**src/rtl/core/ccbd_pkg.sv**
```systemverilog
package ccbd_pkg;

    localparam int PIX_W = 8;
    localparam int SUM_W = 32;
    localparam int CNT_W = 25;
    localparam int IDX_W = 8;
    localparam int CFG_W = 14;

    typedef enum logic [1:0] {
        CFG_SRC_WIDTH  = 2'd0,
        CFG_SRC_HEIGHT = 2'd1,
        CFG_ROW_STRIDE = 2'd2,
        CFG_OUT_SIZE   = 2'd3
    } t_cfg_idx;

    localparam logic [12:0] RST_SRC_WIDTH  = 13'd160;
    localparam logic [12:0] RST_SRC_HEIGHT = 13'd120;
    localparam logic [13:0] RST_ROW_STRIDE = 14'd256;
    localparam logic [6:0]  RST_OUT_SIZE   = 7'd32;

    localparam logic [12:0] ROW_LIMIT = 13'h1FFF;

    typedef struct packed {
        logic [7:0] pixel;
        logic       frame_start;
    } t_in;

    typedef struct packed {
        logic [7:0] average;
        logic [5:0] out_x;
        logic [5:0] out_y;
        logic       frame_done;
    } t_out;

    typedef struct packed {
        logic             valid;
        logic [IDX_W-1:0] idx;
        logic [PIX_W-1:0] pix;
        logic             emit;
    } t_acc_req;

    typedef struct packed {
        logic             valid;
        logic [SUM_W-1:0] sum;
        logic [CNT_W-1:0] count;
    } t_acc_res;

endpackage

```
**src/rtl/core/ccbd_div.sv**
```systemverilog
module ccbd_div #(
    parameter int DDW = 19,
    parameter int DVW = 13,
    parameter int QW  = 6
) (
    input  logic           i_clk,
    input  logic           i_rst_n,
    input  logic           i_start,
    input  logic [DDW-1:0] i_dividend,
    input  logic [DVW-1:0] i_divisor,
    output logic           o_done,
    output logic [QW-1:0]  o_quot,
    output logic [DVW-1:0] o_rem
);

    localparam int XW = (DDW > DVW + QW) ? DDW : DVW + QW;
    localparam int CW = $clog2(QW + 1);

    logic [XW-1:0] r_rem;
    logic [XW-1:0] r_dsr;
    logic [QW-1:0] r_quot;
    logic [CW-1:0] r_cnt;
    logic          r_busy;
    logic          r_done;
    logic          ge;

    assign ge = (r_rem >= r_dsr);

    always_ff @(posedge i_clk) begin
        if (!i_rst_n) begin
            r_busy <= 1'b0;
            r_done <= 1'b0;
        end else if (i_start) begin
            r_busy <= 1'b1;
            r_done <= 1'b0;
        end else if (r_busy) begin
            if (r_cnt == CW'(1)) begin
                r_busy <= 1'b0;
                r_done <= 1'b1;
            end
        end else begin
            r_done <= 1'b0;
        end
    end

    always_ff @(posedge i_clk) begin
        if (i_start) begin
            r_rem  <= XW'(i_dividend);
            r_dsr  <= XW'(i_divisor) << (QW - 1);
            r_quot <= '0;
            r_cnt  <= CW'(QW);
        end else if (r_busy) begin
            if (ge) begin
                r_rem <= r_rem - r_dsr;
            end
            r_dsr  <= r_dsr >> 1;
            r_quot <= QW'({r_quot, ge});
            r_cnt  <= r_cnt - CW'(1);
        end
    end

    assign o_done = r_done;
    assign o_quot = r_quot;
    assign o_rem  = r_rem[DVW-1:0];

endmodule

```
**src/rtl/core/ccbd_accum.sv**
```systemverilog
module ccbd_accum #(
    parameter int MAX_OUT = 64
) (
    input  logic                i_clk,
    input  logic                i_rst_n,
    input  logic                i_clear,
    input  ccbd_pkg::t_acc_req  i_req,
    output ccbd_pkg::t_acc_res  o_res
);

    localparam int IW = (MAX_OUT > 1) ? $clog2(MAX_OUT) : 1;
    localparam int SW = ccbd_pkg::SUM_W;
    localparam int KW = ccbd_pkg::CNT_W;
    localparam int MW = SW + KW;

    logic [MW-1:0]      r_mem [MAX_OUT];
    logic [MAX_OUT-1:0] r_vld;
    logic [MW-1:0]      r_rd_data;
    logic               r_rd_vld;

    logic               r_act;
    logic [IW-1:0]      r_idx;
    logic [7:0]         r_pix;
    logic               r_emit;

    logic               r_res_valid;
    logic [SW-1:0]      r_res_sum;
    logic [KW-1:0]      r_res_cnt;

    logic [IW-1:0]      rd_idx;
    logic [SW-1:0]      n_sum;
    logic [KW-1:0]      n_cnt;

    assign rd_idx = i_req.idx[IW-1:0];

    always_comb begin
        if (r_rd_vld) begin
            n_sum = r_rd_data[MW-1:KW] + SW'(r_pix);
            n_cnt = r_rd_data[KW-1:0] + KW'(1);
        end else begin
            n_sum = SW'(r_pix);
            n_cnt = KW'(1);
        end
    end

    // bin store: read on request, write back in the cycle after
    always_ff @(posedge i_clk) begin
        if (r_act) begin
            r_mem[r_idx] <= r_emit ? '0 : {n_sum, n_cnt};
        end
        if (i_req.valid) begin
            r_rd_data <= r_mem[rd_idx];
        end
    end

    always_ff @(posedge i_clk) begin
        if (!i_rst_n) begin
            r_vld       <= '0;
            r_act       <= 1'b0;
            r_res_valid <= 1'b0;
        end else begin
            r_act       <= i_req.valid;
            r_res_valid <= r_act;
            if (i_clear) begin
                r_vld <= '0;
            end else if (r_act) begin
                r_vld[r_idx] <= ~r_emit;
            end
        end
    end

    always_ff @(posedge i_clk) begin
        if (i_req.valid) begin
            r_idx    <= rd_idx;
            r_pix    <= i_req.pix;
            r_emit   <= i_req.emit;
            r_rd_vld <= r_vld[rd_idx];
        end
        if (r_act) begin
            r_res_sum <= n_sum;
            r_res_cnt <= n_cnt;
        end
    end

    assign o_res.valid = r_res_valid;
    assign o_res.sum   = r_res_sum;
    assign o_res.count = r_res_cnt;

endmodule

```
**src/rtl/core/center_crop_box_downsample_unit.sv**
```systemverilog
// Centre-crop box downscaler for a stride-padded luma stream.
// Input channel (i_in_valid/o_in_ready/i_in_data): one luma byte per
// transaction in raster order; frame_start marks the first byte of a frame.
// Output channel (o_out_valid/i_out_ready/o_out_data): one transaction per
// completed bin with its truncated mean, bin coordinates and a flag on the
// last bin of the frame.
// Config port (i_cfg_we/i_cfg_idx/i_cfg_data): width, height, stride and
// output size, to be written only while the block is idle, which the block
// does not enforce itself; o_in_ready is held low in a cycle with a write.
// Rate: one byte at a time; a byte is taken only in the idle state. A dropped
// byte gets the crop test, a kept byte the bin coordinate divide, then one
// read-modify-write of the bin store, and a byte that closes a bin also the
// 8-step mean divide and the output load.
// Reset restores the register defaults (160 x 120, stride 256, size 32),
// clears the raster position and marks every bin empty.
// A stalled receiver holds the output register; the block keeps taking
// bytes until the next completed bin needs that register.
module center_crop_box_downsample_unit #(
    parameter int MAX_OUT = 64,
    parameter int MAX_DIM = 4096
) (
    input  logic                          i_clk,
    input  logic                          i_rst_n,
    input  logic                          i_in_valid,
    output logic                          o_in_ready,
    input  ccbd_pkg::t_in                 i_in_data,
    output logic                          o_out_valid,
    input  logic                          i_out_ready,
    output ccbd_pkg::t_out                o_out_data,
    input  logic                          i_cfg_we,
    input  ccbd_pkg::t_cfg_idx            i_cfg_idx,
    input  logic [ccbd_pkg::CFG_W-1:0]    i_cfg_data
);

    localparam int DW  = $clog2(MAX_DIM + 1);
    localparam int NW  = $clog2(MAX_OUT + 1);
    localparam int QW  = (MAX_OUT > 1) ? $clog2(MAX_OUT) : 1;
    localparam int DDW = DW + NW;
    localparam int LW  = ((DW > NW) ? DW : NW) + 1;

    typedef enum logic [5:0] {
        S_IDLE = 6'b000001,
        S_PREP = 6'b000010,
        S_DIV  = 6'b000100,
        S_ACC  = 6'b001000,
        S_AVG  = 6'b010000,
        S_OUT  = 6'b100000
    } t_state;

    t_state r_state, n_state;

    logic [12:0] r_src_width;
    logic [12:0] r_src_height;
    logic [13:0] r_row_stride;
    logic [6:0]  r_out_size;

    logic [13:0] max_dim_v;
    logic [13:0] w_full, h_full, s_full, side_full, n_tmp, n_full;
    logic [13:0] s_eff;

    logic [DW-1:0] r_w, r_h, r_side, r_x0, r_y0;
    logic [NW-1:0] r_n;

    logic [13:0] r_src_col;
    logic [12:0] r_src_row;
    logic [13:0] r_col;
    logic [12:0] r_row;
    logic [7:0]  r_pix;

    logic        in_acc;
    logic [13:0] col_cur;
    logic [12:0] row_cur;

    logic [13:0] col_e, row_e, w_e, h_e, side_e, x0_e, y0_e, px_e, py_e;
    logic        keep;
    logic [DW-1:0]  px1, py1;
    logic [DDW-1:0] prod_x, prod_y;
    logic [DDW-1:0] dd_x, dd_y;

    logic          x_done, y_done, a_done;
    logic [QW-1:0] bx, by;
    logic [DW-1:0] rem_x, rem_y;
    logic [7:0]    avg_q;
    logic          last_x, last_y;
    logic          r_emit, r_fdone;

    ccbd_pkg::t_acc_req acc_req;
    ccbd_pkg::t_acc_res acc_res;

    logic           r_out_valid;
    ccbd_pkg::t_out r_out;
    logic           out_load;

    // configuration registers
    always_ff @(posedge i_clk) begin
        if (!i_rst_n) begin
            r_src_width  <= ccbd_pkg::RST_SRC_WIDTH;
            r_src_height <= ccbd_pkg::RST_SRC_HEIGHT;
            r_row_stride <= ccbd_pkg::RST_ROW_STRIDE;
            r_out_size   <= ccbd_pkg::RST_OUT_SIZE;
        end else if (i_cfg_we) begin
            unique case (i_cfg_idx)
                ccbd_pkg::CFG_SRC_WIDTH:  r_src_width  <= i_cfg_data[12:0];
                ccbd_pkg::CFG_SRC_HEIGHT: r_src_height <= i_cfg_data[12:0];
                ccbd_pkg::CFG_ROW_STRIDE: r_row_stride <= i_cfg_data;
                ccbd_pkg::CFG_OUT_SIZE:   r_out_size   <= i_cfg_data[6:0];
                default: ;
            endcase
        end
    end

    // derived geometry
    always_comb begin
        max_dim_v = 14'(MAX_DIM);
        w_full = ({1'b0, r_src_width} > max_dim_v) ? max_dim_v : {1'b0, r_src_width};
        h_full = ({1'b0, r_src_height} > max_dim_v) ? max_dim_v : {1'b0, r_src_height};
        s_full = (r_row_stride < w_full) ? w_full : r_row_stride;
        s_eff  = (s_full == 14'd0) ? 14'd1 : s_full;
        side_full = (w_full < h_full) ? w_full : h_full;
        n_tmp  = (14'(r_out_size) < side_full) ? 14'(r_out_size) : side_full;
        n_full = (n_tmp < 14'(MAX_OUT)) ? n_tmp : 14'(MAX_OUT);
    end

    always_ff @(posedge i_clk) begin
        r_w    <= DW'(w_full);
        r_h    <= DW'(h_full);
        r_side <= DW'(side_full);
        r_n    <= NW'(n_full);
        r_x0   <= DW'((w_full - side_full) >> 1);
        r_y0   <= DW'((h_full - side_full) >> 1);
    end

    // raster position
    assign o_in_ready = (r_state == S_IDLE) && !i_cfg_we;
    assign in_acc     = i_in_valid && o_in_ready;
    assign col_cur    = i_in_data.frame_start ? 14'd0 : r_src_col;
    assign row_cur    = i_in_data.frame_start ? 13'd0 : r_src_row;

    always_ff @(posedge i_clk) begin
        if (!i_rst_n) begin
            r_src_col <= '0;
            r_src_row <= '0;
        end else if (in_acc) begin
            if (({1'b0, col_cur} + 15'd1) >= {1'b0, s_eff}) begin
                r_src_col <= '0;
                if (row_cur != ccbd_pkg::ROW_LIMIT) begin
                    r_src_row <= row_cur + 13'd1;
                end else begin
                    r_src_row <= row_cur;
                end
            end else begin
                r_src_col <= col_cur + 14'd1;
                r_src_row <= row_cur;
            end
        end
    end

    always_ff @(posedge i_clk) begin
        if (in_acc) begin
            r_col <= col_cur;
            r_row <= row_cur;
            r_pix <= i_in_data.pixel;
        end
    end

    // crop test and divide operands
    always_comb begin
        col_e  = r_col;
        row_e  = {1'b0, r_row};
        w_e    = 14'(r_w);
        h_e    = 14'(r_h);
        side_e = 14'(r_side);
        x0_e   = 14'(r_x0);
        y0_e   = 14'(r_y0);
        px_e   = col_e - x0_e;
        py_e   = row_e - y0_e;
        keep   = (r_n != '0) && (col_e < w_e) && (row_e < h_e) &&
                 (col_e >= x0_e) && (row_e >= y0_e) &&
                 (px_e < side_e) && (py_e < side_e);
        px1    = DW'(px_e) + DW'(1);
        py1    = DW'(py_e) + DW'(1);
        prod_x = DDW'(px1) * DDW'(r_n);
        prod_y = DDW'(py1) * DDW'(r_n);
        dd_x   = prod_x - DDW'(1);
        dd_y   = prod_y - DDW'(1);
    end

    ccbd_div #(.DDW(DDW), .DVW(DW), .QW(QW)) u_div_x (
        .i_clk      (i_clk),
        .i_rst_n    (i_rst_n),
        .i_start    ((r_state == S_PREP) && keep),
        .i_dividend (dd_x),
        .i_divisor  (r_side),
        .o_done     (x_done),
        .o_quot     (bx),
        .o_rem      (rem_x)
    );

    ccbd_div #(.DDW(DDW), .DVW(DW), .QW(QW)) u_div_y (
        .i_clk      (i_clk),
        .i_rst_n    (i_rst_n),
        .i_start    ((r_state == S_PREP) && keep),
        .i_dividend (dd_y),
        .i_divisor  (r_side),
        .o_done     (y_done),
        .o_quot     (by),
        .o_rem      (rem_y)
    );

    // last pixel of a bin when the remainder plus n reaches the side
    assign last_x = (LW'(rem_x) + LW'(r_n)) >= LW'(r_side);
    assign last_y = (LW'(rem_y) + LW'(r_n)) >= LW'(r_side);

    assign acc_req.valid = (r_state == S_DIV) && x_done;
    assign acc_req.idx   = ccbd_pkg::IDX_W'(bx);
    assign acc_req.pix   = r_pix;
    assign acc_req.emit  = last_x && last_y;

    always_ff @(posedge i_clk) begin
        if (acc_req.valid) begin
            r_emit  <= last_x && last_y;
            r_fdone <= (NW'(bx) == r_n - NW'(1)) && (NW'(by) == r_n - NW'(1));
        end
    end

    ccbd_accum #(.MAX_OUT(MAX_OUT)) u_accum (
        .i_clk   (i_clk),
        .i_rst_n (i_rst_n),
        .i_clear (in_acc && i_in_data.frame_start),
        .i_req   (acc_req),
        .o_res   (acc_res)
    );

    ccbd_div #(.DDW(ccbd_pkg::SUM_W), .DVW(ccbd_pkg::CNT_W), .QW(8)) u_div_avg (
        .i_clk      (i_clk),
        .i_rst_n    (i_rst_n),
        .i_start    ((r_state == S_ACC) && acc_res.valid && r_emit),
        .i_dividend (acc_res.sum),
        .i_divisor  (acc_res.count),
        .o_done     (a_done),
        .o_quot     (avg_q),
        .o_rem      ()
    );

    assign out_load = (r_state == S_OUT) && (!r_out_valid || i_out_ready);

    always_comb begin
        n_state = r_state;
        unique case (r_state)
            S_IDLE: if (in_acc) n_state = S_PREP;
            S_PREP: n_state = keep ? S_DIV : S_IDLE;
            S_DIV:  if (x_done) n_state = S_ACC;
            S_ACC: begin
                if (acc_res.valid) begin
                    n_state = r_emit ? S_AVG : S_IDLE;
                end
            end
            S_AVG:  if (a_done) n_state = S_OUT;
            S_OUT:  if (out_load) n_state = S_IDLE;
            default: n_state = S_IDLE;
        endcase
    end

    always_ff @(posedge i_clk) begin
        if (!i_rst_n) begin
            r_state     <= S_IDLE;
            r_out_valid <= 1'b0;
        end else begin
            r_state <= n_state;
            if (out_load) begin
                r_out_valid <= 1'b1;
            end else if (i_out_ready) begin
                r_out_valid <= 1'b0;
            end
        end
    end

    always_ff @(posedge i_clk) begin
        if (out_load) begin
            r_out.average    <= avg_q;
            r_out.out_x      <= 6'(bx);
            r_out.out_y      <= 6'(by);
            r_out.frame_done <= r_fdone;
        end
    end

    assign o_out_valid = r_out_valid;
    assign o_out_data  = r_out;

    a_xy_together: assert property (@(posedge i_clk) disable iff (!i_rst_n)
        x_done == y_done)
        else $error("coordinate dividers out of step");

    a_acc_in_state: assert property (@(posedge i_clk) disable iff (!i_rst_n)
        acc_res.valid |-> (r_state == S_ACC))
        else $error("bin update finished outside accumulate state");

    a_avg_in_state: assert property (@(posedge i_clk) disable iff (!i_rst_n)
        a_done |-> (r_state == S_AVG))
        else $error("mean divide finished outside its state");

    a_last_diag: assert property (@(posedge i_clk) disable iff (!i_rst_n)
        (o_out_valid && o_out_data.frame_done) |-> (o_out_data.out_x == o_out_data.out_y))
        else $error("final bin not on the diagonal");

endmodule

```
**config.mk**
```make
export PLATFORM = sky130hd
export DESIGN_NAME = center_crop_box_downsample_unit
export DESIGN_NICKNAME = d
export VERILOG_FILES = /design/src/rtl/core/ccbd_pkg.sv /design/src/rtl/core/ccbd_div.sv /design/src/rtl/core/ccbd_accum.sv /design/src/rtl/core/center_crop_box_downsample_unit.sv
export SDC_FILE = /design/constraint.sdc
export NUM_CORES = 2
export LEC_CHECK = 0
export BUFFER_PORTS_ARGS = -buffer_cell sky130_fd_sc_hd__buf_2
export CAP_MARGIN = 0
export CORE_MARGIN = 8
export CORE_UTILIZATION = 50
export DETAILED_ROUTE_END_ITERATION = 10
export GPL_TIMING_DRIVEN = 0
export HOLD_SLACK_MARGIN = 0.12
export MAX_ROUTING_LAYER = met4
export PLACE_DENSITY = 0.72
export SYNTH_ARGS = -nofsm -noshare
export SYNTH_HDL_FRONTEND = slang
export SYNTH_SLANG_ARGS = --single-unit
```
**constraint.sdc**
```tcl
create_clock -name i_clk -period 7.7 [get_ports i_clk]
set_input_delay 1.155 -clock i_clk [delete_from_list [all_inputs] [get_ports i_clk]]
set_output_delay 1.155 -clock i_clk [all_outputs]
set_load 0.01 [all_outputs]
```
==> impl_metrics.toml <==
[worst_setup_path]
start_kind = "flip-flop"
crit_required_ns = 8.36
worstPathArrival_ns = 8.12
crit_family = "adder cells"
slowest_stage = "o31ai_2"
cp_common_cell = "fa_1"
critPathMaxFanout = 7
cpPeakStageDelay_ns = 0.69
cp.buffers_inverters = 4
crit_type = "flip-flop to flip-flop"
endpoint_kind = "flip-flop"

[grt]
grt_max_degree = 63
grt_pass1_vias = 98615
met2_usage_pct = 42.77
overflow = 0
top_usage_layer = "met2"
antenna_found_initial = 30
grt_usage_pct = 27.97
use_met3_pct = 6.400
grt_pass1_wl_um = 726000
grt_util_met1_pct = 34.67

[synth]
synth_top_area_share_pct = 67.10
synth.avg_cell_area_um2 = 19.03
ys_ff_latch = 4230
yosysSeqAreaShare_pct = 70.17
yosys_warnings = 0
synth_edf_count = 3958
ys_types = 96
ys_top_cells_by_area = "edfxtp_1 67%, mux4_2 15%, dfxtp_1 3.1%"
syn-num-nets = 9830
syn_inst = 9309
synth_area_um2 = 177100
ys.flop_type = "edfxtp_1"
yosys.area.top_type = "edfxtp_1"
synthArstFlopShare_pct = 0

[sta]
timing.fmax_mhz = 134.1
timing.final.max_slew_violations = 0
finalHoldViolCount = 0
slew_headroom_pct = 6.621
clock_skew_ns = 0.08488
period_share_pct = 96.87
tightest_slew_ns = 1.401
whs_ns = 0.4087
fin_crit_ns = 7.459
setup-violations-final = 0
finalWorstSetupSlack_ns = 0.2411
rsz0062_at_grt = "yes"

[pwr]
p_leak_nw = 66.36
peakVddDrop_uv = 500.3
p_per_area_nw_per_um2 = 286.4
totalPowerFinal_w = 0.05843

[clock_network]
cts_root_buf = "clkbuf_16"
clk_pin_slew_ns = 0.06
clock-sinks = 4230
cts_tree = "done"
cts_buffers = 416
clkLatencyLatePin_ns = 1.02
hold_buffers = 0
cts_buffer_depth = 4
htreeDepth = 5

[layout]
drive_above_1_share_pct = 23.98
multiInputGateArea_um2 = 51050
final_common_cell = "edfxtp_1"
layout_common_cells = "3958 x edfxtp_1, 1218 x mux4_2, 424 x inv_1, 422 x clkbuf_16, 411 x nand2_1"
n_fill_cell = 24930
fin_nets = 10575
seq_area_um2 = 124300
syn_to_final_growth_pct = 15.17

[route]
final_antenna_net_count = 0
wire_per_inst_um = 34.04
initialDrtViolationCount = 14077
drc = 0
dr_total_vias = 98154
wirelength_um = 516600
via_per_inst = 6.467
drt_first_pass_iters = 6

[die]
die_w_um = 611.2
die_area_um2 = 373600
start_util_pct = 50.23
die_y_um = 611.2
core_um2 = 352700
core.rowCount = 218
ios = 53

[job]
maxCapViolCount = 0

[placement]
dp_hpwl_um = 346300
pre_cts_ws_ns = -0.6038
port_buffers = 51
gp_congestion = 0.9196

[worst_hold_path]
min_path_type = "flip-flop to flip-flop"

[outcome]
status = "finished clean"
==> worst paths after layout <==
check	start	slack (ns)	cells after the start	end
worst min-delay path	r_pix[4]$_DFFE_PP_	0.41	0	u_accum.r_pix[4]$_DFFE_PP_
worst min register to register	r_pix[4]$_DFFE_PP_	0.41	0	u_accum.r_pix[4]$_DFFE_PP_
worst max register to register	col_e[0]$_DFFE_PP_	0.24	26	u_div_x.r_rem[17]$_DFFE_PP_
worst max-delay path	col_e[0]$_DFFE_PP_	0.24	26	u_div_x.r_rem[17]$_DFFE_PP_
==> state kept, by name, indices dropped and copies added (netlist names), 14 cells and up <==
name,cells
col_e,14
o_out_data,21
r_row_stride,14
r_src_col,14
u_accum.r_mem,3648
u_accum.r_rd_data,57
u_accum.r_res_cnt,25
u_accum.r_res_sum,32
u_accum.r_vld,64
u_div_avg.r_dsr,32
u_div_avg.r_rem,33
u_div_x.r_dsr,18
u_div_x.r_rem,20
u_div_y.r_dsr,18
u_div_y.r_rem,20
==> layer usage <==
layer	up-vias	share of wire, %
met3	1468	11
li1	38943	-
met5	-	0
met4	0	7.0
met2	6782	47
met1	50961	35
==> what timing repair did <==
item                                    4_1_cts  5_1_grt
resized for setup                            35       45
pin swaps                                     7       21
hold endpoints to repair                      0        0
setup buffers                                 2       16
endpoints found under the setup margin       13       12
==> layout make-up <==
class / instances / share of cell area (%)
Sequential cell: 4230 / 60.93
Multi-Input combinational cell: 4244 / 25.02
Clock buffer: 499 / 5.344
Tap cell: 4730 / 2.901
Timing Repair Buffer: 327 / 2.880
Clock inverter: 266 / 1.260
Buffer: 406 / 0.8181
Inverter: 429 / 0.7893
Antenna cell: 47 / 0.05765
==> cells by family (layout without fill, tap and decap cells) <==
kind of cell,count (synthesis),in the layout,synth area share (%)
AO/OA/AOI/OAI,772,772,2.883
multiplexers,1318,1318,16.07
buffers and inverters,835,1927,1.828
adder cells (fa/ha/maj),491,491,4.011
other,0,47,0
XOR/XNOR,226,226,1.130
flip-flops,4230,4230,70.17
AND/OR/NAND/NOR,1437,1437,3.912
==> cell usage after synthesis, types with 8 or more instances <==
| cell | n |
|---|---|
| a31o_2 | 8 |
| o211ai_1 | 16 |
| a22o_1 | 26 |
| or2_2 | 12 |
| o21a_1 | 41 |
| nor2_1 | 385 |
| nand2b_1 | 47 |
| a31oi_1 | 16 |
| a21oi_1 | 222 |
| nand3b_1 | 14 |
| ha_1 | 363 |
| o21ai_0 | 127 |
| nor2b_1 | 144 |
| nor3_1 | 61 |
| xor2_1 | 81 |
| o31ai_1 | 40 |
| mux2i_1 | 82 |
| mux2_2 | 16 |
| inv_1 | 426 |
| mux4_2 | 1218 |
| nand4_1 | 38 |
| nand2_1 | 413 |
| nand3_1 | 103 |
| nor4_1 | 27 |
| and2_1 | 90 |
| fa_1 | 128 |
| buf_2 | 65 |
| clkbuf_1 | 300 |
| dfxtp_1 | 272 |
| a21o_1 | 60 |
| and3_1 | 38 |
| or3_1 | 26 |
| xnor2_1 | 142 |
| buf_1 | 37 |
| a211oi_1 | 92 |
| edfxtp_1 | 3958 |
| a21boi_0 | 19 |
| and4_1 | 10 |
| o21bai_1 | 21 |
==> per-stage QoR <==
step	utilization, %	area, µm²	setup TNS [ns]	cells
6_report	57.85	204000	0	15178
3_3_place_gp	51.98	183300	-9272.55	14090
4_1_cts	57.71	203500	0	15115
5_1_grt	57.84	204000	-0.1711	15164
3_5_place_dp	53.81	189800	-3.516	14348
2_1_floorplan	-	177100	0	9309
==> worst register-to-register path, cell delays in order, from the launching register on <==
cell	delay [ns]
edfxtp_1	0.40
inv_2	0.10
ha_2	0.21
inv_1	0.06
fa_2	0.38
a21o_1	0.20
a21oi_4	0.21
xnor2_4	0.19
and2_4	0.23
nand4_2	0.16
nor4b_4	0.42
nand2_1	0.13
o31ai_2	0.69
a21boi_2	0.14
fa_1	0.53
fa_1	0.50
fa_1	0.50
inv_1	0.05
fa_1	0.48
inv_1	0.04
ha_1	0.38
nand3_1	0.13
nand2_1	0.07
a41oi_2	0.24
a21oi_2	0.12
xnor2_1	0.42
mux2i_1	0.17
==> power breakdown <==
group | internal, W | total [W] | switching, W
clock | 0.0114 | 0.0203 | 0.00888
sequential | 0.0249 | 0.0249 | 0.0000835
combinational | 0.00518 | 0.0132 | 0.00801
total | 0.0415 | 0.0584 | 0.0170
Power figures use the tool's default switching activity.
